$ cat src/design/eid_pkg.sv
package eid_pkg;

  localparam int RUN_BITS = 8;
  localparam int CFG_INDEX_BITS = 8;
  localparam int CFG_DATA_BITS = 8;

  localparam logic [RUN_BITS-1:0] RUN_MAX = '1;
  localparam logic [RUN_BITS-1:0] THRESHOLD_RESET = 8'd3;

  localparam logic [CFG_INDEX_BITS-1:0] REG_SIDE_SELECT = 8'd0;
  localparam logic [CFG_INDEX_BITS-1:0] REG_RUN_THRESHOLD = 8'd1;

  typedef struct packed {
    logic                advance;
    logic                clear;
    logic                step;
    logic [RUN_BITS-1:0] threshold;
  } trk_ctrl_t;

endpackage

$ cat src/design/eid_tracker.sv
module eid_tracker
  import eid_pkg::*;
(
  input  logic      clk,
  input  logic      rst,
  input  trk_ctrl_t ctrl,
  output logic      hit
);

  logic [RUN_BITS-1:0] advance_run;
  logic [RUN_BITS-1:0] retreat_run;
  logic                armed;

  logic [RUN_BITS-1:0] advance_run_next;
  logic [RUN_BITS-1:0] retreat_run_next;
  logic                armed_next;
  logic [RUN_BITS-1:0] advance_inc;
  logic [RUN_BITS-1:0] retreat_inc;

  assign advance_inc = (advance_run == RUN_MAX) ? RUN_MAX : advance_run + 1'b1;
  assign retreat_inc = (retreat_run == RUN_MAX) ? RUN_MAX : retreat_run + 1'b1;

  always_comb begin
    advance_run_next = advance_run;
    retreat_run_next = retreat_run;
    armed_next       = armed;
    hit              = 1'b0;
    if (ctrl.clear) begin
      advance_run_next = '0;
      retreat_run_next = '0;
      armed_next       = 1'b0;
    end else if (ctrl.step) begin
      if (ctrl.advance) begin
        advance_run_next = advance_inc;
        retreat_run_next = '0;
        armed_next       = (advance_inc > ctrl.threshold);
      end else begin
        advance_run_next = '0;
        if (armed) begin
          retreat_run_next = retreat_inc;
          hit              = (retreat_inc > ctrl.threshold);
        end
      end
    end
  end

  always_ff @(posedge clk) begin
    if (rst) begin
      advance_run <= '0;
      retreat_run <= '0;
      armed       <= 1'b0;
    end else begin
      advance_run <= advance_run_next;
      retreat_run <= retreat_run_next;
      armed       <= armed_next;
    end
  end

endmodule

$ cat src/design/edge_inflection_detector.sv
// channel | direction | handshake          | payload
// --------+-----------+--------------------+------------------------------------------
// in      | input     | in_valid/in_ready  | edge_position, start_of_scan, end_of_scan
// out     | output    | out_valid/out_ready| corner_found, scan_last
// cfg     | input     | cfg_valid/cfg_ready| cfg_index, cfg_data
//
// One item per cycle while out is not stalled; its result appears in the cycle after acceptance.
// Trackers and found latch update on the accepting edge; result sits in an
// output register. in_ready drops only while that register is full and out
// is stalled. cfg is always ready. Synchronous reset clears all state but the
// corner_found/scan_last output register and loads the default threshold.
module edge_inflection_detector
  import eid_pkg::*;
#(
  parameter int COLUMN_BITS = 8
) (
  input  logic                      clk,
  input  logic                      rst,
  input  logic                      in_valid,
  output logic                      in_ready,
  input  logic [7:0]                edge_position,
  input  logic                      start_of_scan,
  input  logic                      end_of_scan,
  output logic                      out_valid,
  input  logic                      out_ready,
  output logic                      corner_found,
  output logic                      scan_last,
  input  logic                      cfg_valid,
  output logic                      cfg_ready,
  input  logic [CFG_INDEX_BITS-1:0] cfg_index,
  input  logic [CFG_DATA_BITS-1:0]  cfg_data
);

  localparam int EDGE_BITS = (COLUMN_BITS < 8) ? COLUMN_BITS : 8;

  logic                 side_select;
  logic [RUN_BITS-1:0]  run_threshold;
  logic [EDGE_BITS-1:0] previous_edge;
  logic                 found_latch;
  logic                 found_next;
  logic [EDGE_BITS-1:0] edge_col;
  logic                 accept;
  logic                 hit_strict;
  logic                 hit_loose;
  logic                 strict_adv;
  logic                 loose_adv;
  trk_ctrl_t            strict_ctrl;
  trk_ctrl_t            loose_ctrl;

  assign cfg_ready = 1'b1;
  assign in_ready  = !out_valid || out_ready;
  assign accept    = in_valid && in_ready;
  assign edge_col  = edge_position[EDGE_BITS-1:0];

  always_comb begin
    if (side_select) begin
      strict_adv = edge_col < previous_edge;
      loose_adv  = edge_col <= previous_edge;
    end else begin
      strict_adv = edge_col > previous_edge;
      loose_adv  = edge_col >= previous_edge;
    end
  end

  assign strict_ctrl = '{advance: strict_adv, clear: accept && start_of_scan,
                         step: accept && !start_of_scan, threshold: run_threshold};
  assign loose_ctrl  = '{advance: loose_adv, clear: accept && start_of_scan,
                         step: accept && !start_of_scan, threshold: run_threshold};

  eid_tracker u_strict (
    .clk  (clk),
    .rst  (rst),
    .ctrl (strict_ctrl),
    .hit  (hit_strict)
  );

  eid_tracker u_loose (
    .clk  (clk),
    .rst  (rst),
    .ctrl (loose_ctrl),
    .hit  (hit_loose)
  );

  assign found_next = start_of_scan ? 1'b0 : (found_latch || hit_strict || hit_loose);

  always_ff @(posedge clk) begin
    if (rst) begin
      side_select   <= 1'b0;
      run_threshold <= THRESHOLD_RESET;
    end else if (cfg_valid) begin
      unique case (cfg_index)
        REG_SIDE_SELECT:   side_select   <= cfg_data[0];
        REG_RUN_THRESHOLD: run_threshold <= cfg_data[RUN_BITS-1:0];
        default: ;
      endcase
    end
  end

  always_ff @(posedge clk) begin
    if (rst) begin
      previous_edge <= '0;
      found_latch   <= 1'b0;
      out_valid     <= 1'b0;
    end else begin
      if (accept) begin
        previous_edge <= edge_col;
        found_latch   <= found_next;
        out_valid     <= 1'b1;
      end else if (out_ready) begin
        out_valid     <= 1'b0;
      end
    end
  end

  always_ff @(posedge clk) begin
    if (accept) begin
      corner_found <= found_next;
      scan_last    <= end_of_scan;
    end
  end

endmodule

$ cat config.mk
export PLATFORM = sky130hd
export DESIGN_NAME = edge_inflection_detector
export DESIGN_NICKNAME = d
export VERILOG_FILES = /design/src/design/eid_pkg.sv /design/src/design/eid_tracker.sv /design/src/design/edge_inflection_detector.sv
export SDC_FILE = /design/constraint.sdc
export NUM_CORES = 1
export LEC_CHECK = 0
export ABC_AREA = 1
export BUFFER_PORTS_ARGS = -buffer_cell sky130_fd_sc_hd__buf_2
export CAP_MARGIN = 20
export CORE_MARGIN = 10
export CORE_UTILIZATION = 54
export CTS_CLUSTER_DIAMETER = 40
export DETAILED_ROUTE_END_ITERATION = 10
export PLACE_DENSITY = 0.78
export SETUP_SLACK_MARGIN = 0.5
export SLEW_MARGIN = 20
export SYNTH_ARGS = -nofsm -noshare
export SYNTH_HDL_FRONTEND = slang
export SYNTH_SLANG_ARGS = --single-unit
$ cat constraint.sdc
create_clock -name clk -period 2.4 [get_ports clk]
set_clock_uncertainty 0.05 [all_clocks]
set_input_delay 0.12 -clock clk [delete_from_list [all_inputs] [get_ports clk]]
set_output_delay 0.12 -clock clk [all_outputs]
set_load 0.01 [all_outputs]
==> flow_summary.yaml, run 1 <==
run_status:
  status: "finished, violations left"
  violations: "setup timing"
setup_path:
  crit_arrival_ns: 2.59
  start_kind: "register"
  critPathMaxFanout: 3
  r2r_end: "corner_found"
  reg2reg_slack_ns: -0.16
  rr_worst_depth: 16
  reg2reg_from: "u_loose.retreat_run[1]"
  worstSetupEndpointType: "register"
  crit_type: "register to register"
  worst_ep_required_time_ns: 2.44
hold_path:
  hold_depth: 3
  hold_start: "edge_position[0]"
  worstHoldEndpoint: "previous_edge[0]"
  hold_class: "input port to register"
place:
  place_ws_ns: -0.108
  io_buffer_count: 34
  gp_congestion: 0.841
  placed_cells: 643
  dpl.hpwl_mm: 6.37
synth:
  avgSynthCellArea_sq_um: 6.96
  synth.distinct_cells: 40
  syn_inst: 531
  synth_xor_area_share_pct: 0.948
  synth_top_family_by_area: "simple AND/OR/NAND/NOR gates"
  synthTopCellsByArea: "dfxtp_1, ha_1, nand2_1"
  yosysSeqAreaShare_pct: 30.3
  synth_top_area_share_pct: 28.7
  yosysTopAreaCell: "dfxtp_1"
  syn_area_sq_mm: 0.00370
  synth_compound_area_share_pct: 17.7
  yosysMostFrequentCell: "nand2_1"
  synthAdderAreaFrac_pct: 14.9
  async_reset_ff_share_pct: 0
  synth_seq_cells: 55
  yosysWarnings: 0
  synth-main-ff-cell: "dfxtp_1"
  synth-edff-count: 2
  synthSimpleGateAreaFrac_pct: 26.6
  synthMuxAreaShare_pct: 0
  synth_nets: 606
  yosys-top-cells-count: "nand2_1, inv_1, a21oi_1, dfxtp_1, ha_1"
cts:
  cts_buffers: 5
  cts_tree: "done"
  cts.sinks: 55
  root_buffer: "clkbuf_8"
  clk_pin_slew_worst_paths_ns: 0.10
  clkLatencyLatePin_ns: 0.32
  htree_levels: 2
  cts_buffer_depth: 2
power:
  comb_power_share_pct: 19.1
  p_sw_share_pct: 29.7
  power_leakage_nw: 2.30
  p_per_area_mw_per_mm2: 364
  seqPwrFrac_pct: 50.4
  p_int_w: 0.00132
  clkPwrFrac_pct: 30.5
  peakVddDrop_mv: 0.287
  finalPower_w: 0.00188
  switching_power_w: 0.000557
route:
  firstDrtPassIters: 6
  drt_iter0_markers: 180
  wl_per_cell_um: 16.7
  wl_mm: 11.4
  drc_errors: 0
  num_vias: 3920
  via_per_inst: 5.71
  postRouteAntennaNets: 0
floorplanning:
  initial_core_util_pct: 55.0
  core-area_sq_mm: 0.00672
  dieArea_sq_mm: 0.0106
  ios: 36
  die_x_um: 103
  row_count: 30
  die_h_um: 103
sta:
  max_freq_mhz: 391
  hold_viol_final: 0
  setup_viol: 2
  worstMarginPinSlew_ns: 0.499
  fin_crit_sh_pct: 107
  setup-tns-final_ns: -0.283
  max_slew_margin_pct: 66.5
  final_max_slew_viol_count: 0
  finalWorstSetupSlack_ns: -0.156
  rsz0062_at_grt: "true"
  final.min_clock_period_ns: 2.56
flow_run:
  max-cap-violations: 0
global_routing:
  grt_max_degree: 20
  grt-ovfl-total: 0
  use_met2_pct: 34.8
  use_met1_pct: 20.3
  busiest_layer: "met2"
  met3_usage_pct: 4.02
  grt_usage_pct: 18.5
  grt_pass1_vias: 3642
  grt_pass1_wl_mm: 15.9
  antenna_found_initial: 0
final_layout:
  fin_cells: 686
  num-fill-cells: 379
  final_util_pct: 76.8
  syn_to_final_growth_pct: 39.5
  final_nets: 680
  drive_above_1_share_pct: 42.9
  insertedDiodeCount: 0
[state kept, by name, summed over array words and instances (netlist names)]
signal	flops
side_select	1
u_strict.armed	1
out_valid	1
scan_last	1
u_loose.retreat_run	8
u_strict.retreat_run	8
corner_found	1
run_threshold	8
previous_edge	8
found_latch	1
u_strict.advance_run	8
u_loose.advance_run	8
u_loose.armed	1
[metal layers]
layer | wire, um | share of wire (%)
met1 | 4470 | 39
met2 | 6060 | 53
met3 | 559 | 4.9
met4 | 350 | 3.1
met5 | 0 | 0
[worst max-delay path, stage by stage, from the launching register on]
cell and delay (ns):
dfxtp_4 0.37, buf_4 0.12, nand3_1 0.13, nor3_2 0.21, nand3_1 0.17, nor3_2 0.20, a21oi_2 0.07, ha_1 0.35
nand2_4 0.07, nor2_4 0.11, nand4_1 0.10, nand2_1 0.08, a21oi_1 0.04, nand3_1 0.06, nand3_1 0.06, nand2_1 0.09
inv_1 0.04
[layout by cell type, fill, tap and decap left out, types with 2 or more instances in the layout]
master / n
a21oi_2: 27
nand3_2: 10
nand2_2: 24
o21ai_0: 20
ha_1: 25
dlygate4sd3_1: 4
ha_4: 19
inv_4: 2
clkbuf_8: 6
inv_2: 17
inv_1: 59
o21ai_2: 7
buf_2: 34
nor2_1: 19
xor2_1: 2
buf_4: 35
nand4_1: 4
a21o_1: 4
a21oi_4: 2
a211oi_2: 2
nand3_1: 21
or2_4: 2
nor2_4: 12
nor2_2: 8
nand2_4: 17
xnor2_1: 2
o21ai_1: 10
dfxtp_4: 5
nor3_2: 4
nor3_4: 2
nand2_1: 89
edfxtp_1: 2
buf_12: 2
a21oi_1: 44
dfxtp_2: 14
nand3_4: 2
dfxtp_1: 34
[final cells by class]
cell class	count	area, sq um	area share [%]
timing repair buffer	76	524	10.2
clock inverter	2	15.0	0.291
multi-input combinational	388	2970	57.6
tap	80	100	1.94
inverter	79	307	5.94
clock buffer	6	82.6	1.60
sequential	55	1160	22.4
[through the flow]
step / area [sq um] / hold WS, ns
5_1_grt: 5160 / 0.0109
3_3_place_gp: 4060 / 0.242
4_1_cts: 4610 / 0.0211
2_1_floorplan: 3780 / 0.139
6_report: 5160 / 0.0186
3_5_place_dp: 4060 / 0.247
[power by group through the flow]
stage / registers [W] / logic, W / clock network (W)
global route: 0.000948 / 0.000386 / 0.000610
detailed placement: 0.000967 / 0.000222 / 0
finish: 0.000946 / 0.000359 / 0.000572
floorplan: 0.000967 / 0.000157 / 0
global placement: 0.000967 / 0.000216 / 0
CTS: 0.000943 / 0.000270 / 0.000575
[worst max-delay path by stage]
stage | startpoint | endpoint | cells after the start
global placement | u_loose.retreat_run[2] | corner_found | 15
finish | u_loose.retreat_run[1] | corner_found | 16
CTS | u_strict.retreat_run[1] | corner_found | 22
global route | u_strict.retreat_run[1] | found_latch | 19
detailed placement | u_strict.retreat_run[1] | corner_found | 22
floorplan | u_loose.retreat_run[1] | corner_found | 18
[cells by family after synthesis]
logic type                 count (synthesis)
xor gates and xnor gates                   4
other                                      1
adders and majority gates                 44
DFF                                       55
AOI/OAI and AO/OA                        120
buffers and inverters                     89
and+or+nand+nor                          218
[what timing repair did]
item                       CTS  global route
pin swaps                   42            77
resized for setup           73           111
setup buffers               15            15
hold endpoints to repair     4             0
gates cloned                 0             1
hold buffers                 4             0
setup endpoints to repair   28            36
Note: power is estimated with default switching activity, not from simulation.
==> run 2, diff against run 1 <==
Settings changed: SKIP_LAST_GASP set to 1.
==> run 2 against run 1 <==
The flow still finishes with violations (setup timing). Highest routed layer unchanged. Setup slack better by 0.024 ns. Final area down 1.4%. Flip-flop and latch count unchanged. Largest cell class unchanged.
==> flow_summary.yaml, run 2 (same netlist as run 1, synthesis figures left out) <==
setup_path:
  worst_ep_required_time_ns: 2.43
  start_kind: "register"
  critPathMaxFanout: 3
  crit_chain: "buf_4 -> nand3_1 -> nor3_2 -> nand3_1 -> nor3_2 -> a21oi_2 -> ha_1 -> nand2_4 -> nor2_4 -> nand4_1 -> nand2_1 -> a21oi_1 -> nand3_1 -> nand3_1 -> nand2_1 -> inv_1"
  critPathMaxStageDelay_ns: 0.37
  crit_arrival_ns: 2.57
  crit_type: "register to register"
  worstSetupEndpointType: "register"
  crit_path_frequent_cell: "nand3_1"
  rr_worst_depth: 16
  cpMaxStageDelayCell: "dfxtp_4"
power:
  power_leakage_nw: 2.24
  p_per_area_mw_per_mm2: 369
  peakVddDrop_mv: 0.286
final_layout:
  syn_to_final_growth_pct: 37.6
  num-fill-cells: 401
  final_nets: 680
  final_cell_mix: "nand2_1, inv_1, a21oi_1"
  final_util_pct: 75.7
  multi_input_area_sq_mm: 0.00290
  drive_above_1_share_pct: 40.8
  layout_commonest_cell: "nand2_1"
  seqCellArea_sq_mm: 0.00116
  insertedDiodeCount: 0
cts:
  cts_tree: "done"
  clk_pin_slew_worst_paths_ns: 0.11
  cts_buffers: 5
  cts_buffer_depth: 2
  htree_levels: 2
  clkLatencyLatePin_ns: 0.32
  cts.sinks: 55
  root_buffer: "clkbuf_8"
sta:
  setup_viol: 2
  hold_viol_final: 0
  max_slew_margin_pct: 65.6
  worstMarginPinSlew_ns: 0.515
  setup-tns-final_ns: -0.203
  hold_slack_ns: 0.0209
  final.min_clock_period_ns: 2.53
  fin_crit_sh_pct: 105
  rsz0062_at_grt: "true"
  max_freq_mhz: 395
  final_max_slew_viol_count: 0
  finalWorstSetupSlack_ns: -0.132
route:
  drt_iter0_markers: 227
  postRouteAntennaNets: 0
  num_vias: 3880
  firstDrtPassIters: 7
  wl_mm: 11.1
  wl_per_cell_um: 16.1
  drc_errors: 0
  via_per_inst: 5.66
floorplanning:
  die_h_um: 103
  ios: 36
  die_x_um: 103
  core-area_sq_mm: 0.00672
  row_count: 30
  dieArea_sq_mm: 0.0106
  initial_core_util_pct: 55.0
hold_path:
  hold_depth: 3
  hold_class: "input port to register"
global_routing:
  grt_pass1_vias: 3642
  grt_max_degree: 20
  grt-ovfl-total: 0
  antenna_found_initial: 0
  grt_usage_pct: 18.5
  grt_pass1_wl_mm: 15.9
place:
  io_buffer_count: 34
  dpl.hpwl_mm: 6.37
  gp_congestion: 0.841
run_status:
  status: "finished, violations left"
  violations: "setup timing"
flow_run:
  max-cap-violations: 0
[run 2: final cells by class]
class                   instances  area share, %
multi-input cells             388           57.0
repair buffers                 76           10.3
clock buffers                   6           1.62
clock inverters                 2          0.295
well taps                      80           1.97
flip-flops and latches         55           22.7
inverters                      79           6.03
[run 2: timing repair]
item	in CTS	in global routing
buffers inserted	15	15
gates cloned	0	1
hold buffers	4	0
setup endpoints to repair	28	36
resized for setup	73	92
pin swaps	42	76
hold endpoints to repair	4	0
[run 2: routing by layer]
layer	vias up	GRT usage [%]	wire (um)
li1	1891	-	-
met1	1792	20.3	4230
met2	156	34.8	5860
met3	41	4.02	628
met4	0	5.24	343
met5	-	0	0
[run 2: critical path, delay by kind of cell (launching register included)]
| family | cells | cell delay, ns |
|---|---|---|
| buffers and inverters | 2 | 0.15 |
| AO/OA/AOI/OAI | 2 | 0.11 |
| flip-flops | 1 | 0.37 |
| adder cells (fa/ha/maj) | 1 | 0.34 |
| AND/OR/NAND/NOR | 11 | 1.28 |
[run 2: power by group]
group / internal (W) / switching (W)
clock network: 0.000238 / 0.000334
registers: 0.000935 / 0.0000110
logic: 0.000147 / 0.000211
total: 0.00132 / 0.000556
[run 2: through the flow]
step	power (W)	instance area [sq um]	worst slack (ns)	cells
CTS	0.00179	4610	0.0145	670
global route	0.00194	5090	-0.327	686
detailed placement	0.00119	4060	-0.108	643
global placement	0.00118	4060	-0.00898	643
floorplan	0.00112	3780	0.133	531
finish	0.00188	5090	-0.132	686
[run 2: worst paths after layout]
kind,startpoint,endpoint,slack (ns)
min,cfg_data[3],run_threshold[3],0.02
max reg2reg,u_loose.retreat_run[1],corner_found,-0.13
min reg2reg,u_strict.retreat_run[7],u_strict.retreat_run[7],0.41
max,u_loose.retreat_run[1],corner_found,-0.13
==> run 3, diff against run 2 <==
Settings changed: CORE_ASPECT_RATIO set to 0.75.
==> run 3 against run 2 <==
The flow finishes with violations (hold timing, setup timing). Setup slack got worse by 0.021 ns. Critical path depth fell by 1. Non-clock buffer count fell by 11. Critical endpoint unchanged. Highest routed layer unchanged.
==> flow_summary.yaml, run 3 (same netlist as run 1, synthesis figures left out) <==
sta:
  max_slew_margin_pct: 66.4
  hold_viol_final: 1
  setup_viol: 2
  hold_slack_ns: -0.00256
  final.min_clock_period_ns: 2.55
  rsz0062_at_grt: "true"
  max_freq_mhz: 392
  final_max_slew_viol_count: 0
  worstMarginPinSlew_ns: 0.503
  finalWorstSetupSlack_ns: -0.153
  fin_crit_sh_pct: 106
cts:
  clk_pin_slew_worst_paths_ns: 0.11
  cts_buffer_depth: 2
  cts_buffers: 5
  cts_tree: "done"
  root_buffer: "clkbuf_8"
  clkLatencyLatePin_ns: 0.33
  cts.sinks: 55
  htree_levels: 2
power:
  clkPwrFrac_pct: 33.8
  p_int_w: 0.00139
  seqPwrFrac_pct: 48.7
  switching_power_w: 0.000560
  peakVddDrop_mv: 0.317
  power_leakage_nw: 2.13
  p_sw_share_pct: 28.8
  p_per_area_mw_per_mm2: 394
  comb_power_share_pct: 17.6
setup_path:
  crit_chain: "inv_1 -> nor3_4 -> nand3_1 -> nor3_1 -> a21oi_2 -> ha_1 -> nand2_2 -> nor2_4 -> nand4_1 -> nand2_1 -> a21oi_2 -> nand3_1 -> nand3_1 -> nand2_1 -> inv_1"
  start_kind: "register"
  crit_buf_inv: 2
  r2r_end: "corner_found"
  worstSetupEndpointType: "register"
  path_delay_family: "simple AND/OR/NAND/NOR gates"
  crit_arrival_ns: 2.61
  critPathMaxStageDelay_ns: 0.40
  crit_type: "register to register"
  worst_ep_required_time_ns: 2.46
  reg2reg_slack_ns: -0.15
  rr_worst_depth: 15
  reg2reg_from: "u_loose.retreat_run[3]"
  cpMaxStageDelayCell: "dfxtp_1"
  crit_path_frequent_cell: "nand3_1"
  critPathMaxFanout: 3
global_routing:
  use_met2_pct: 30.5
  met3_usage_pct: 3.13
  grt-ovfl-total: 0
  grt_pass1_wl_mm: 15.6
  busiest_layer: "met2"
  use_met1_pct: 21.9
  grt_usage_pct: 17.6
  grt_max_degree: 35
  grt_pass1_vias: 3500
  antenna_found_initial: 0
final_layout:
  finalInstanceArea_sq_mm: 0.00494
  final_util_pct: 73.4
  drive_above_1_share_pct: 37.0
  syn_to_final_growth_pct: 33.6
  final_cell_mix: "nand2_1, inv_1, a21oi_1"
  final_nets: 669
  layout_commonest_cell: "nand2_1"
  insertedDiodeCount: 0
floorplanning:
  ios: 36
  dieArea_sq_mm: 0.0106
  core-area_sq_mm: 0.00673
  row_count: 26
  die_x_um: 116
  initial_core_util_pct: 54.9
  die_h_um: 91.7
flow_run:
  max-cap-violations: 0
route:
  drt_iter0_markers: 263
  drc_errors: 0
  wl_mm: 10.7
  via_per_inst: 5.54
  firstDrtPassIters: 7
  postRouteAntennaNets: 0
  num_vias: 3765
  wl_per_cell_um: 15.8
hold_path:
  worstHoldEndpoint: "previous_edge[0]"
  hold_depth: 3
  hold_class: "input port to register"
  hold_start: "edge_position[0]"
run_status:
  status: "finished, violations left"
  violations: "hold timing, setup timing"
place:
  placed_cell_area_sq_mm: 0.00406
  io_buffer_count: 34
  dpl.hpwl_mm: 6.65
  gp_congestion: 0.896
-- run 3: cell count changes in the layout (fill, tap and decap cells not counted), moves of 2 or more --
cell / change
nand2_1: +11
buf_4: -10
nand2_2: -7
a21oi_1: +4
nand2_4: -4
a21oi_2: -3
nor2_1: +3
nor2_2: -3
buf_12: -2
dfxtp_2: +2
nand3_2: -2
nor3_2: -2
o21ai_2: +2
-- run 3: what timing repair did --
action,CTS,global route
buffers inserted,13,7
cloned,0,1
gates resized for setup,57,89
hold buffers,4,0
setup endpoints to repair,36,36
hold endpoints to repair,4,0
pin swaps,36,55
-- run 3: tightest hold or removal path, stage by stage --
cell,delay (ns)
buf_2,0.09
inv_1,0.06
a21oi_1,0.06
-- run 3: area by class of cell --
class | instances | area (sq um)
Clock buffer | 5 | 68.8
Timing Repair Buffer | 65 | 420
Clock inverter | 3 | 43.8
Fill cell | 481 | 1790
Inverter | 79 | 307
Sequential cell | 55 | 1150
Tap cell | 84 | 105
Multi-Input combinational cell | 388 | 2840
-- run 3: routing by layer --
metal / vias up / wire length, um / part of all wire [%]
met5: - / 0 / 0
met4: 0 / 202 / 1.9
met3: 19 / 583 / 5.4
met2: 101 / 5470 / 51
met1: 1773 / 4440 / 42
li1: 1872 / - / -
-- run 3: metrics by stage --
stage | worst slack [ns] | hold slack (ns) | total power (W) | instances | setup TNS [ns]
after floorplan | 0.133 | 0.139 | 0.00112 | 531 | 0
after global placement | -0.0269 | 0.242 | 0.00118 | 646 | -0.0269
after detailed placement | -0.0889 | 0.249 | 0.00119 | 646 | -0.129
after CTS | 0.0333 | 0.00293 | 0.00185 | 671 | 0
after global routing | -0.286 | 0.0234 | 0.00201 | 679 | -0.569
final | -0.153 | -0.00256 | 0.00195 | 679 | -0.284
-- run 3: power groups by stage --
stage          registers [W]  logic (W)  clock network [W]
6_report            0.000946   0.000342           0.000657
5_1_grt             0.000948   0.000372           0.000688
4_1_cts             0.000943   0.000247           0.000657
3_5_place_dp        0.000968   0.000223                  0
3_3_place_gp        0.000966   0.000216                  0
2_1_floorplan       0.000967   0.000157                  0
-- run 3: worst max-delay path by stage --
stage,startpoint,end,depth (start not counted)
3_5_place_dp,u_loose.retreat_run[1],corner_found,18
4_1_cts,u_loose.retreat_run[1],corner_found,18
2_1_floorplan,u_loose.retreat_run[1],corner_found,18
6_report,u_loose.retreat_run[3],corner_found,15
5_1_grt,u_loose.retreat_run[1],found_latch,21
3_3_place_gp,u_loose.retreat_run[1],corner_found,18
